`config.mk`:
```
export PLATFORM = sky130hd
export DESIGN_NAME = spgd_queue
export DESIGN_NICKNAME = d
export VERILOG_FILES = /design/src/rtl/spgd_pkg.sv /design/src/rtl/spgd_queue.sv
export SDC_FILE = /design/constraint.sdc
export NUM_CORES = 1
export LEC_CHECK = 0
export BUFFER_PORTS_ARGS = -buffer_cell sky130_fd_sc_hd__buf_2
export CAP_MARGIN = 40
export CORE_MARGIN = 2
export CORE_UTILIZATION = 25
export CTS_CLUSTER_DIAMETER = 120
export DETAILED_ROUTE_END_ITERATION = 8
export PLACE_DENSITY = 0.4
export SLEW_MARGIN = 20
export SYNTH_ARGS = -nofsm -noshare
export SYNTH_HDL_FRONTEND = slang
export SYNTH_SLANG_ARGS = --single-unit
```
`constraint.sdc`:
```
create_clock -name clk -period 2 [get_ports clk]
set_clock_uncertainty 0.2 [all_clocks]
set_input_delay 0.2 -clock clk [delete_from_list [all_inputs] [get_ports clk]]
set_output_delay 0.2 -clock clk [all_outputs]
set_load 0.01 [all_outputs]
```
`src/rtl/spgd_pkg.sv`:
```
// Shared constants for the symmetric prime gap detector.
// Used by every module in rtl/; depends on nothing.
package spgd_pkg;

  // Default window size in gaps and width of a stored gap
  localparam int DEF_WINDOW_GAPS = 32;
  localparam int DEF_GAP_BITS    = 16;

  // Field widths of the stream items
  localparam int PRIME_BITS   = 64;
  localparam int PATTERN_BITS = 6;

  // Mirrored gap pairs the even chain must match before its first run is reported; the odd chain needs one more
  localparam int INNER_SPAN = 7;
  // Gap count of the shortest even-centred run
  localparam int BASE_GAPS  = 15;

  // Entries in the queue between front and back (power of two)
  localparam int QUEUE_DEPTH = 4;
  localparam int QUEUE_PTR_BITS = $clog2(QUEUE_DEPTH);
  localparam int QUEUE_LVL_BITS = $clog2(QUEUE_DEPTH + 1);

endpackage

```
`src/rtl/spgd_queue.sv`:
```
// Short queue that decouples the front classifier from the result sequencer.
// Depends on spgd_pkg for depth and pointer widths.
module spgd_queue #(
  parameter int ENTRY_BITS = 8
) (
  input  logic                                clk,
  input  logic                                rst_n,
  input  logic                                push,
  input  logic [ENTRY_BITS-1:0]               push_data,
  input  logic                                pop,
  output logic                                not_empty,
  output logic [ENTRY_BITS-1:0]               pop_data,
  output logic [spgd_pkg::QUEUE_LVL_BITS-1:0] level
);

  localparam int PW = spgd_pkg::QUEUE_PTR_BITS;
  localparam int LW = spgd_pkg::QUEUE_LVL_BITS;

  logic [ENTRY_BITS-1:0] slot_r [spgd_pkg::QUEUE_DEPTH];
  logic [PW-1:0]         wr_ptr_r, rd_ptr_r;
  logic [LW-1:0]         level_r, level_nxt;

  // Track the fill level
  always_comb begin
    level_nxt = level_r;
    if (push && !pop) level_nxt = level_r + 1'b1;
    else if (!push && pop) level_nxt = level_r - 1'b1;
  end

  always_ff @(posedge clk) begin
    if (!rst_n) begin
      wr_ptr_r <= '0;
      rd_ptr_r <= '0;
      level_r  <= '0;
    end else begin
      if (push) wr_ptr_r <= wr_ptr_r + 1'b1;
      if (pop) rd_ptr_r <= rd_ptr_r + 1'b1;
      level_r <= level_nxt;
    end
  end

  // Store the entry payload
  always_ff @(posedge clk) begin
    if (push) slot_r[wr_ptr_r] <= push_data;
  end

  assign pop_data  = slot_r[rd_ptr_r];
  assign not_empty = (level_r != '0);
  assign level     = level_r;

  a_no_overflow: assert property (@(posedge clk) disable iff (!rst_n)
    push |-> (level_r != LW'(spgd_pkg::QUEUE_DEPTH)) || pop)
    else $error("queue push while full");

  a_no_underflow: assert property (@(posedge clk) disable iff (!rst_n)
    pop |-> not_empty)
    else $error("queue pop while empty");

  a_level_bound: assert property (@(posedge clk) disable iff (!rst_n)
    level_r <= LW'(spgd_pkg::QUEUE_DEPTH))
    else $error("queue level beyond depth");

endmodule

```
==> out/results.txt <==
Clock-pin slew was measured on the worst setup and hold paths at 70 ps. In the routed design, unresolved DRC markers number 0. In the synthesized netlist the dominant register cell turns out to be sky130_fd_sc_hd__edfxtp_1. The first-pass detailed-route iteration total is 4, and the number of antenna cells inserted is 0. The number of instances in the placed design came out at 183. The area of the core was 6280 um2. Once layout is done, the placed cells without fillers occupy 1990 um2. Shortest clock period the worst path allows after layout: 1910 ps. The run finished with clean final reports. The fraction of layout cells with a size suffix above 1 works out to 0.311.

The count of nets left with antenna violations once routing finished came out at 0. The run gives 797 as the via total after detailed routing. CTS placed an instance of sky130_fd_sc_hd__clkbuf_8 at the clock tree root. Synthesis handed over a netlist of 84 instances. For this block, the initial DRC count from the detailed router was 15. The logs give 14.8 ps for the minimum hold slack and 0 for the total global routing overflow. Top cell family by delay on the critical path: multiplexers. For the worst setup path, the data arrival time is 1510 ps.

In this run the cell area measured after placement is 1800 um2. For this run, the slowest stage of the critical path takes 530 ps. From synthesis to final layout, the design area changed by 24.4%. The initial cell density of the core is 0.254, and the overall die width is 83.9 um.

At the pin with the least slew margin, the transition time is 466 ps. STA classifies the critical path endpoint as an output pin. The later-pin clock latency in the skew report came out at 280 ps. For the post-place setup slack, the log shows 132 ps. Summing every instance area after synthesis gives 1600 um2. By area the synthesized netlist is led by sky130_fd_sc_hd__edfxtp_1 60%, sky130_fd_sc_hd__dfxtp_1 11%, sky130_fd_sc_hd__mux4_2 11%. Entering global routing, the biggest net connects 13 pins.

The power density of the placed cells came out at 939 nW/um2. Async set-reset flop share out of synthesis: 0. The signal on the critical path passes through buf_4 -> mux4_2 -> buf_2. Dividing the detail-routed via count by the number of cells gives 4.01. For the worst ir drop on vdd, the log shows 344 uV.

By count the netlist is led by 32 x sky130_fd_sc_hd__edfxtp_1, 9 x sky130_fd_sc_hd__and2_1, 9 x sky130_fd_sc_hd__dfxtp_1. The max-slew headroom at the worst pin was 0.689. Buffers inserted during clock tree synthesis total 5.

Post-synthesis sequential area ratio: 0.715. The tools report the count of final max-slew check failures as 0. STA classifies the critical path startpoint as a flip-flop. The tools report the aggregate negative setup slack as 0 ps. The clock tree synthesis step divided the H-tree into 2 levels. The number of antenna violations at the first check in global routing is 0, and the post-layout net count is 139. The slowest stage of the critical path is the sky130_fd_sc_hd__mux4_2 cell. The clock passes through at most 2 buffers. The die is 83.9 um tall. The first global-routing pass estimated 4150 um of wire.

The post-route fraction of the period consumed by the critical path works out to 0.953. The leakage power is 0.000726 uW. The die covers 7040 um2. The min-delay analysis places its worst path in the category input port to flip-flop. The final critical-path setup slack is 93.2 ps, and the register bit total from synthesis is 41. The number of setup violations in the final report is 0. The worst setup path is of the flip-flop to output pin kind. The via count of the first global-routing pass came out at 854. Cell with the most instances after synthesis: sky130_fd_sc_hd__edfxtp_1. The final standard cell count with taps included and fillers excluded came out at 199. The Yosys step of the flow raised 0 warnings. Synthesis produced a netlist with a net count of 102. The cell accounting for the most synthesized area was sky130_fd_sc_hd__edfxtp_1.

For the maximum achievable frequency, the log shows 0.524 GHz. For the total global-route track usage, the log shows 0.0791. For this block, the routed nets add up to 2610 um of wire. The netlist uses 17 different library cells. The logs give 0 for the number of endpoints with negative hold slack in the final report and 0.661 for the weighted congestion reported at the end of routability-driven placement. The detailed-route wire length per cell came out at 13.1 um.

In this run the worst path has a maximum fanout of 8. The number of rows created at floorplan was 29. The count of buffers added on input and output ports is 23. TritonCTS built the clock tree. At the worst endpoint, the required time is 1600 ps. The total I/O pin count came out at 24.

The number of buffers and inverters on the critical path is 2. Each instance of the synthesized netlist takes up on average 19.0 um2. The synthesized design contains 32 enable-type register cells.

The run gives 0 as the number of maximum-capacitance violations. In this run the post-CTS setup repair buffer count came out at 0. The area fraction of the dominant cell type after synthesis was 0.602; the TritonCTS sink count was 41.

Setup repair after global routing left no endpoint under its margin.
cell type report:
type,instances,area [um2]
Clock buffer,6,72.6
Clock inverter,2,33.8
Fill cell,618,4290
Inverter,4,15.0
Multi-Input combinational cell,37,424
Sequential cell,41,1140
Tap cell,77,96.3
Timing Repair Buffer,32,203
timing repair:
item | 4_1_cts | 5_1_grt
gates resized for setup | 0 | 0
hold buffers | 8 | 0
hold endpoints to repair | 32 | 0
final timing paths:
kind	from	endpoint	slack, ps	cells past startpoint
worst max-delay path	flip-flop	pop_data[1]	90	3
worst min-delay path	rst_n	rd_ptr_r[0]	10	2
worst max register to register	level[0]	level[2]	330	4
worst min register to register	level[2]	level[2]	330	2
metrics by stage:
step / power [uW] / util
finish: 1860 / 0.316
floorplan: 1160 / -
CTS: 1890 / 0.316
detailed placement: 1260 / 0.287
global placement: 1250 / 0.287
global route: 1950 / 0.316
cell usage in the layout (no fill, tap or decap):
cell type,count
sky130_fd_sc_hd__mux4_2,8
sky130_fd_sc_hd__buf_4,1
sky130_fd_sc_hd__inv_1,4
sky130_fd_sc_hd__dfxtp_1,9
sky130_fd_sc_hd__nor2b_1,2
sky130_fd_sc_hd__clkbuf_1,1
sky130_fd_sc_hd__xnor2_1,2
sky130_fd_sc_hd__clkinv_1,1
sky130_fd_sc_hd__o21ai_0,1
sky130_fd_sc_hd__ha_1,5
sky130_fd_sc_hd__nand2_1,1
sky130_fd_sc_hd__mux2i_1,2
sky130_fd_sc_hd__clkbuf_8,5
sky130_fd_sc_hd__buf_2,23
sky130_fd_sc_hd__fa_1,1
sky130_fd_sc_hd__or3_1,2
sky130_fd_sc_hd__dlygate4sd3_1,8
sky130_fd_sc_hd__edfxtp_1,32
sky130_fd_sc_hd__bufinv_16,1
sky130_fd_sc_hd__xor2_1,3
sky130_fd_sc_hd__a21boi_1,1
sky130_fd_sc_hd__and2_1,9
registers in the layout (all words and copies together), names as in the netlist, named ones only:
name	count
level	3
wr_ptr_r	2
slot_r	32
rd_ptr_r	2
worst reg2reg max path, delay by kind of cell, from the launching register on:
family                   cells  cell delay, ps
adder cells (fa/ha/maj)      1             440
flip-flops                   1             360
AND/OR/NAND/NOR              1             310
XOR/XNOR                     1             160
AO/OA/AOI/OAI                1             140
per-layer routing:
metal	track usage	vias up	wire length, um
met1	0.0900	384	1170
met3	0.0317	2	143
met2	0.133	24	1280
li1	-	387	-
met4	0.0308	0	19
met5	0	-	0
where the power goes:
group	internal, uW	switching [uW]
combinational	125	113
clock	368	253
sequential	973	31.5
total	1470	398
cell families after synthesis:
family          share of synthesized area
flops                               0.715
simple gates                       0.0533
mux                                 0.125
buf+inv                            0.0196
fa+ha+maj                          0.0517
xor+xnor                           0.0274
compound gates                    0.00784
Power figures use the tool's default switching activity.
