===== config.mk =====
export PLATFORM = sky130hd
export DESIGN_NAME = spgd_back
export DESIGN_NICKNAME = d
export VERILOG_FILES = /design/src/rtl/spgd_pkg.sv /design/src/rtl/spgd_back.sv
export SDC_FILE = /design/constraint.sdc
export NUM_CORES = 1
export LEC_CHECK = 0
export BUFFER_PORTS_ARGS = -buffer_cell sky130_fd_sc_hd__clkbuf_2
export CAP_MARGIN = 20
export CORE_AREA = 5 5 261 263
export CTS_CLUSTER_DIAMETER = 150
export CTS_CLUSTER_SIZE = 20
export DETAILED_ROUTE_END_ITERATION = 10
export DIE_AREA = 0 0 266 268
export GPL_ROUTABILITY_DRIVEN = 0
export GPL_TIMING_DRIVEN = 0
export PLACE_DENSITY_LB_ADDON = 0.12
export SYNTH_ARGS = -nofsm -noshare
export SYNTH_HDL_FRONTEND = slang
export SYNTH_SLANG_ARGS = --single-unit
export TNS_END_PERCENT = 10

===== constraint.sdc =====
create_clock -name clk -period 27.3 [get_ports clk]
set_input_delay 1.365 -clock clk [delete_from_list [all_inputs] [get_ports clk]]
set_output_delay 1.365 -clock clk [all_outputs]
set_load 0.005 [all_outputs]

===== src/rtl/spgd_pkg.sv =====
// Shared constants for the symmetric prime gap detector.
// Used by every module in rtl/; depends on nothing.
package spgd_pkg;

  // Default window size in gaps and width of a stored gap
  localparam int DEF_WINDOW_GAPS = 32;
  localparam int DEF_GAP_BITS    = 16;

  // Field widths of the stream items
  localparam int PRIME_BITS   = 64;
  localparam int PATTERN_BITS = 6;

  // Mirrored gap pairs the even chain must match before its first run is reported; the odd chain needs one more
  localparam int INNER_SPAN = 7;
  // Gap count of the shortest even-centred run
  localparam int BASE_GAPS  = 15;

  // Entries in the queue between front and back (power of two)
  localparam int QUEUE_DEPTH = 4;
  localparam int QUEUE_PTR_BITS = $clog2(QUEUE_DEPTH);
  localparam int QUEUE_LVL_BITS = $clog2(QUEUE_DEPTH + 1);

endpackage


===== src/rtl/spgd_back.sv =====
// Back part: walks one queued entry and emits its runs, even chain first.
// Output register decouples the result stream. Depends on spgd_pkg.
module spgd_back #(
  parameter int RUNS = 9
) (
  input  logic                                   clk,
  input  logic                                   rst_n,
  input  logic                                   q_valid,
  input  logic [RUNS-1:0]                        q_even,
  input  logic [RUNS-1:0]                        q_odd,
  input  logic [RUNS*spgd_pkg::PRIME_BITS-1:0]   q_primes,
  output logic                                   q_pop,
  output logic                                   out_tvalid,
  input  logic                                   out_tready,
  output logic [spgd_pkg::PRIME_BITS-1:0]        out_prime,
  output logic [spgd_pkg::PATTERN_BITS-1:0]      out_gaps,
  output logic                                   out_last
);

  localparam int PB = spgd_pkg::PRIME_BITS;
  localparam int KW = (RUNS > 1) ? $clog2(RUNS) : 1;

  logic                              busy_r;
  logic                              odd_r;
  logic [KW-1:0]                     k_r;
  logic [RUNS-1:0]                   cur_even_r, cur_odd_r;
  logic [PB-1:0]                     cur_prime_r [RUNS];
  logic                              out_valid_r;
  logic [PB-1:0]                     out_prime_r;
  logic [spgd_pkg::PATTERN_BITS-1:0] out_gaps_r;
  logic                              out_last_r;
  logic                              slot_free, emit;
  logic [RUNS-1:0]                   even_sh, odd_sh;
  logic                              next_even, next_odd, has_next;

  assign slot_free = !out_valid_r || out_tready;
  assign emit      = busy_r && slot_free;
  assign q_pop     = !busy_r && q_valid;

  // Look one run ahead to mark the final result
  assign even_sh   = cur_even_r >> 1;
  assign odd_sh    = cur_odd_r >> 1;
  assign next_even = even_sh[k_r];
  assign next_odd  = odd_sh[k_r];
  assign has_next  = odd_r ? next_odd : (next_even || cur_odd_r[0]);

  // Sequence through the runs of the current entry
  always_ff @(posedge clk) begin
    if (!rst_n) begin
      busy_r      <= 1'b0;
      odd_r       <= 1'b0;
      k_r         <= '0;
      out_valid_r <= 1'b0;
    end else begin
      if (q_pop) begin
        busy_r <= 1'b1;
        odd_r  <= !q_even[0];
        k_r    <= '0;
      end else if (emit) begin
        if (!has_next) begin
          busy_r <= 1'b0;
        end else if (odd_r || next_even) begin
          k_r <= k_r + 1'b1;
        end else begin
          odd_r <= 1'b1;
          k_r   <= '0;
        end
      end
      if (emit) out_valid_r <= 1'b1;
      else if (out_tready) out_valid_r <= 1'b0;
    end
  end

  // Load the entry payload and the result register
  always_ff @(posedge clk) begin
    if (q_pop) begin
      cur_even_r <= q_even;
      cur_odd_r  <= q_odd;
      for (int k = 0; k < RUNS; k++) cur_prime_r[k] <= q_primes[k*PB +: PB];
    end
    if (emit) begin
      out_prime_r <= cur_prime_r[k_r];
      out_gaps_r  <= spgd_pkg::PATTERN_BITS'(32'(spgd_pkg::BASE_GAPS) + 32'(odd_r)
                                             + (32'(k_r) << 1));
      out_last_r  <= !has_next;
    end
  end

  assign out_tvalid = out_valid_r;
  assign out_prime  = out_prime_r;
  assign out_gaps   = out_gaps_r;
  assign out_last   = out_last_r;

  a_emit_needs_entry: assert property (@(posedge clk) disable iff (!rst_n)
    $rose(out_valid_r) |-> $past(busy_r))
    else $error("result emitted with no entry in hand");

  a_no_pop_when_busy: assert property (@(posedge clk) disable iff (!rst_n)
    busy_r |-> !q_pop)
    else $error("entry popped while another is in progress");

endmodule


==> results.json <==
{
  "outcome": "completed",
  "setup_tns_ns": 0,
  "htreeDepth": 2,
  "path_clk_slew_ns": 0.08,
  "worstSetupEndpointType": "primary output",
  "synth_edf_count": 664,
  "dieHeight_um": 268,
  "drive_above_1_share_pct": 48.79,
  "cp_slowest_cell": "nor2b_4",
  "cp.depth": 4,
  "synth-main-ff-cell": "edfxtp_1",
  "finalNonFillerCells": 2745,
  "cp_common_cell": "clkbuf_2",
  "synth_area_mm2": 0.02497,
  "syn-num-nets": 1717,
  "core_area_mm2": 0.06539,
  "postCtsSetupBuffers": 0,
  "grt_pass1_wl_mm": 101.2,
  "synth.distinct_cells": 34,
  "clock-skew-final_ns": 0.01547,
  "maxSlewViolCount": 0,
  "hold_violations": 0,
  "p_per_area_mw_per_mm2": 64.43,
  "synth_warnings": 0,
  "drc_errors": 0,
  "ir_drop_uv": 43.38,
  "via_per_inst": 4.919,
  "grt_start_max_net_pins": 43,
  "yosysTopAreaCellShare_pct": 79.85,
  "die_w_um": 266,
  "cp.arrival_ns": 2.52,
  "cts_hold_buf": 0,
  "crit_type": "in -> out",
  "fmax_mhz": 257.3,
  "yosys-top-cells-count": "edfxtp_1, mux4_2, mux2i_1, nand2_1, o21ai_0",
  "cts_tree": "done",
  "grt_use_total_pct": 19.71,
  "post-route-util_pct": 47.48,
  "path_buf_inv": 3,
  "synth_seq_cells": 671,
  "vias": 13500,
  "placedCellCount": 2671,
  "slowest_delay_ns": 0.60,
  "drt_wl_total_mm": 72.14,
  "rsz0062_at_grt": "no",
  "yosys.area.top_type": "edfxtp_1",
  "boundaryPins": 671,
  "setup_ws_ns": 23.41,
  "worstMarginPinSlew_ns": 0.8979,
  "clockBufferDepth": 3,
  "avgSynthCellArea_um2": 22.39,
  "crit_chain": "clkbuf_2 > nor2b_4 > buf_12 > clkbuf_2",
  "first_pass_iters": 5,
  "clk_latency_ns": 0.58,
  "async_flop_share_pct": 0,
  "num_rows": 94,
  "dp_hpwl_mm": 54.54,
  "drtAntennaViolNets": 0,
  "setup_viol": 0,
  "io_buffers": 670,
  "cts.sinks": 671,
  "dp_slack_ns": 23.22,
  "grt_pass1_vias": 14750,
  "antenna_found_initial": 27,
  "hold_path_class": "reg -> reg",
  "numCtsBuffers": 39,
  "period_needed_ns": 3.887,
  "yosys-top-cells-area": "edfxtp_1, mux4_2, mux2i_1",
  "cap_violations": 0,
  "critical-path-top-delay-family": "simple AND/OR/NAND/NOR gates",
  "dieArea_mm2": 0.07129,
  "fin_crit_sh_pct": 14.24,
  "critPathLaunchType": "input port",
  "root_buffer": "clkbuf_16",
  "cts.repair.resized": 0,
  "synth.most_common_cell": "edfxtp_1",
  "synth_seq_area_share_pct": 80.41,
  "postSynthCellCount": 1115,
  "reg2regPathDepth": 8,
  "gr-total-overflow": 0,
  "initial_utilization_pct": 38.18,
  "p_leak_nw": 11.21,
  "worstPathMaxFanout": 34,
  "min_path_cells": 2,
  "syn_to_final_growth_pct": 24.35,
  "slew_headroom_pct": 40.14,
  "nets": 2450,
  "wl_per_cell_um": 26.28,
  "cp.required_ns": 25.93,
  "drt_iter0_drc": 949
}
[registers in the layout (all words and copies together), names as in the netlist]
name         flops
out_last         1
cur_odd_r        9
cur_even_r       8
out_tvalid       1
cur_prime_r    576
busy_r           1
k_r              4
out_gaps         6
out_prime       64
odd_r            1
[final cells by class]
type | instances | area [um^2]
Buffer | 55 | 319.1
Inverter | 6 | 22.52
Sequential cell | 671 | 20080
Tap cell | 864 | 1081
Multi-Input combinational cell | 383 | 4559
Antenna cell | 18 | 45.04
Clock inverter | 1 | 11.26
Timing Repair Buffer | 692 | 3854
Fill cell | 5713 | 34340
Clock buffer | 55 | 1079
[metal layers]
metal | up-vias | part of all wire, % | GRT usage [%]
li1 | 6049 | - | -
met1 | 6882 | 37 | 23.62
met2 | 451 | 52 | 34.74
met3 | 102 | 8.3 | 6.153
met4 | 20 | 2.3 | 5.510
met5 | - | 0.19 | 0
[worst min-delay path, stage by stage, from the launching register on]
cell and delay [ns]:
edfxtp_1 0.33, nand2_1 0.04, o21ai_0 0.05
[metrics by stage]
step / hold slack (ns) / cell area, um^2 / total power, mW
floorplan: 0.4842 / 24970 / 1.359
global placement: 0.5058 / 29410 / 1.456
detailed placement: 0.5116 / 29910 / 1.428
CTS: 0.5268 / 31000 / 2.029
global route: 0.5418 / 31040 / 2.082
finish: 0.5219 / 31050 / 2.000
[power breakdown]
group	internal, mW	switching [mW]
sequential	1.21	0.0165
combinational	0.0870	0.0836
clock	0.276	0.326
[kinds of logic (layout without fill, tap and decap cells)]
kind of cell               after synthesis  after routing  share of synthesized area (%)
adders and majority gates                4              4                         0.2004
AOI/OAI and AO/OA                       80             80                          1.804
DFF                                    671            671                          80.41
xor gates and xnor gates                 3              3                         0.1052
other                                    0             18                              0
and+or+nand+nor                         93             93                          1.558
muxes                                  203            203                          14.55
buffers and inverters                   61            809                          1.368
[final timing paths]
check	startpoint	endpoint	slack, ns
worst max-delay path	q_valid	q_pop	23.41
worst min-delay path	cur_prime_r[8][19]	out_prime[19]	0.52
worst max register to register	busy_r	cur_prime_r[5][34]	24.32
worst min register to register	cur_prime_r[8][19]	out_prime[19]	0.52
[layout by cell type (no fill, tap or decap), types with 2 or more instances in the layout]
| cell type | instances |
|---|---|
| ha_1 | 4 |
| dfxtp_1 | 7 |
| inv_1 | 6 |
| clkbuf_2 | 670 |
| buf_2 | 18 |
| buf_6 | 2 |
| edfxtp_1 | 664 |
| xor2_1 | 2 |
| clkbuf_1 | 28 |
| diode_2 | 18 |
| o21ai_0 | 65 |
| nor2b_1 | 3 |
| nand4_1 | 2 |
| clkbuf_16 | 41 |
| a21oi_1 | 4 |
| buf_4 | 20 |
| and3_1 | 2 |
| o21a_1 | 2 |
| mux4_2 | 128 |
| nor2_1 | 3 |
| mux2i_1 | 75 |
| buf_12 | 14 |
| nand2_1 | 70 |
| buf_16 | 8 |
| nand3_1 | 9 |
Note: power is estimated with default switching activity, not from simulation.
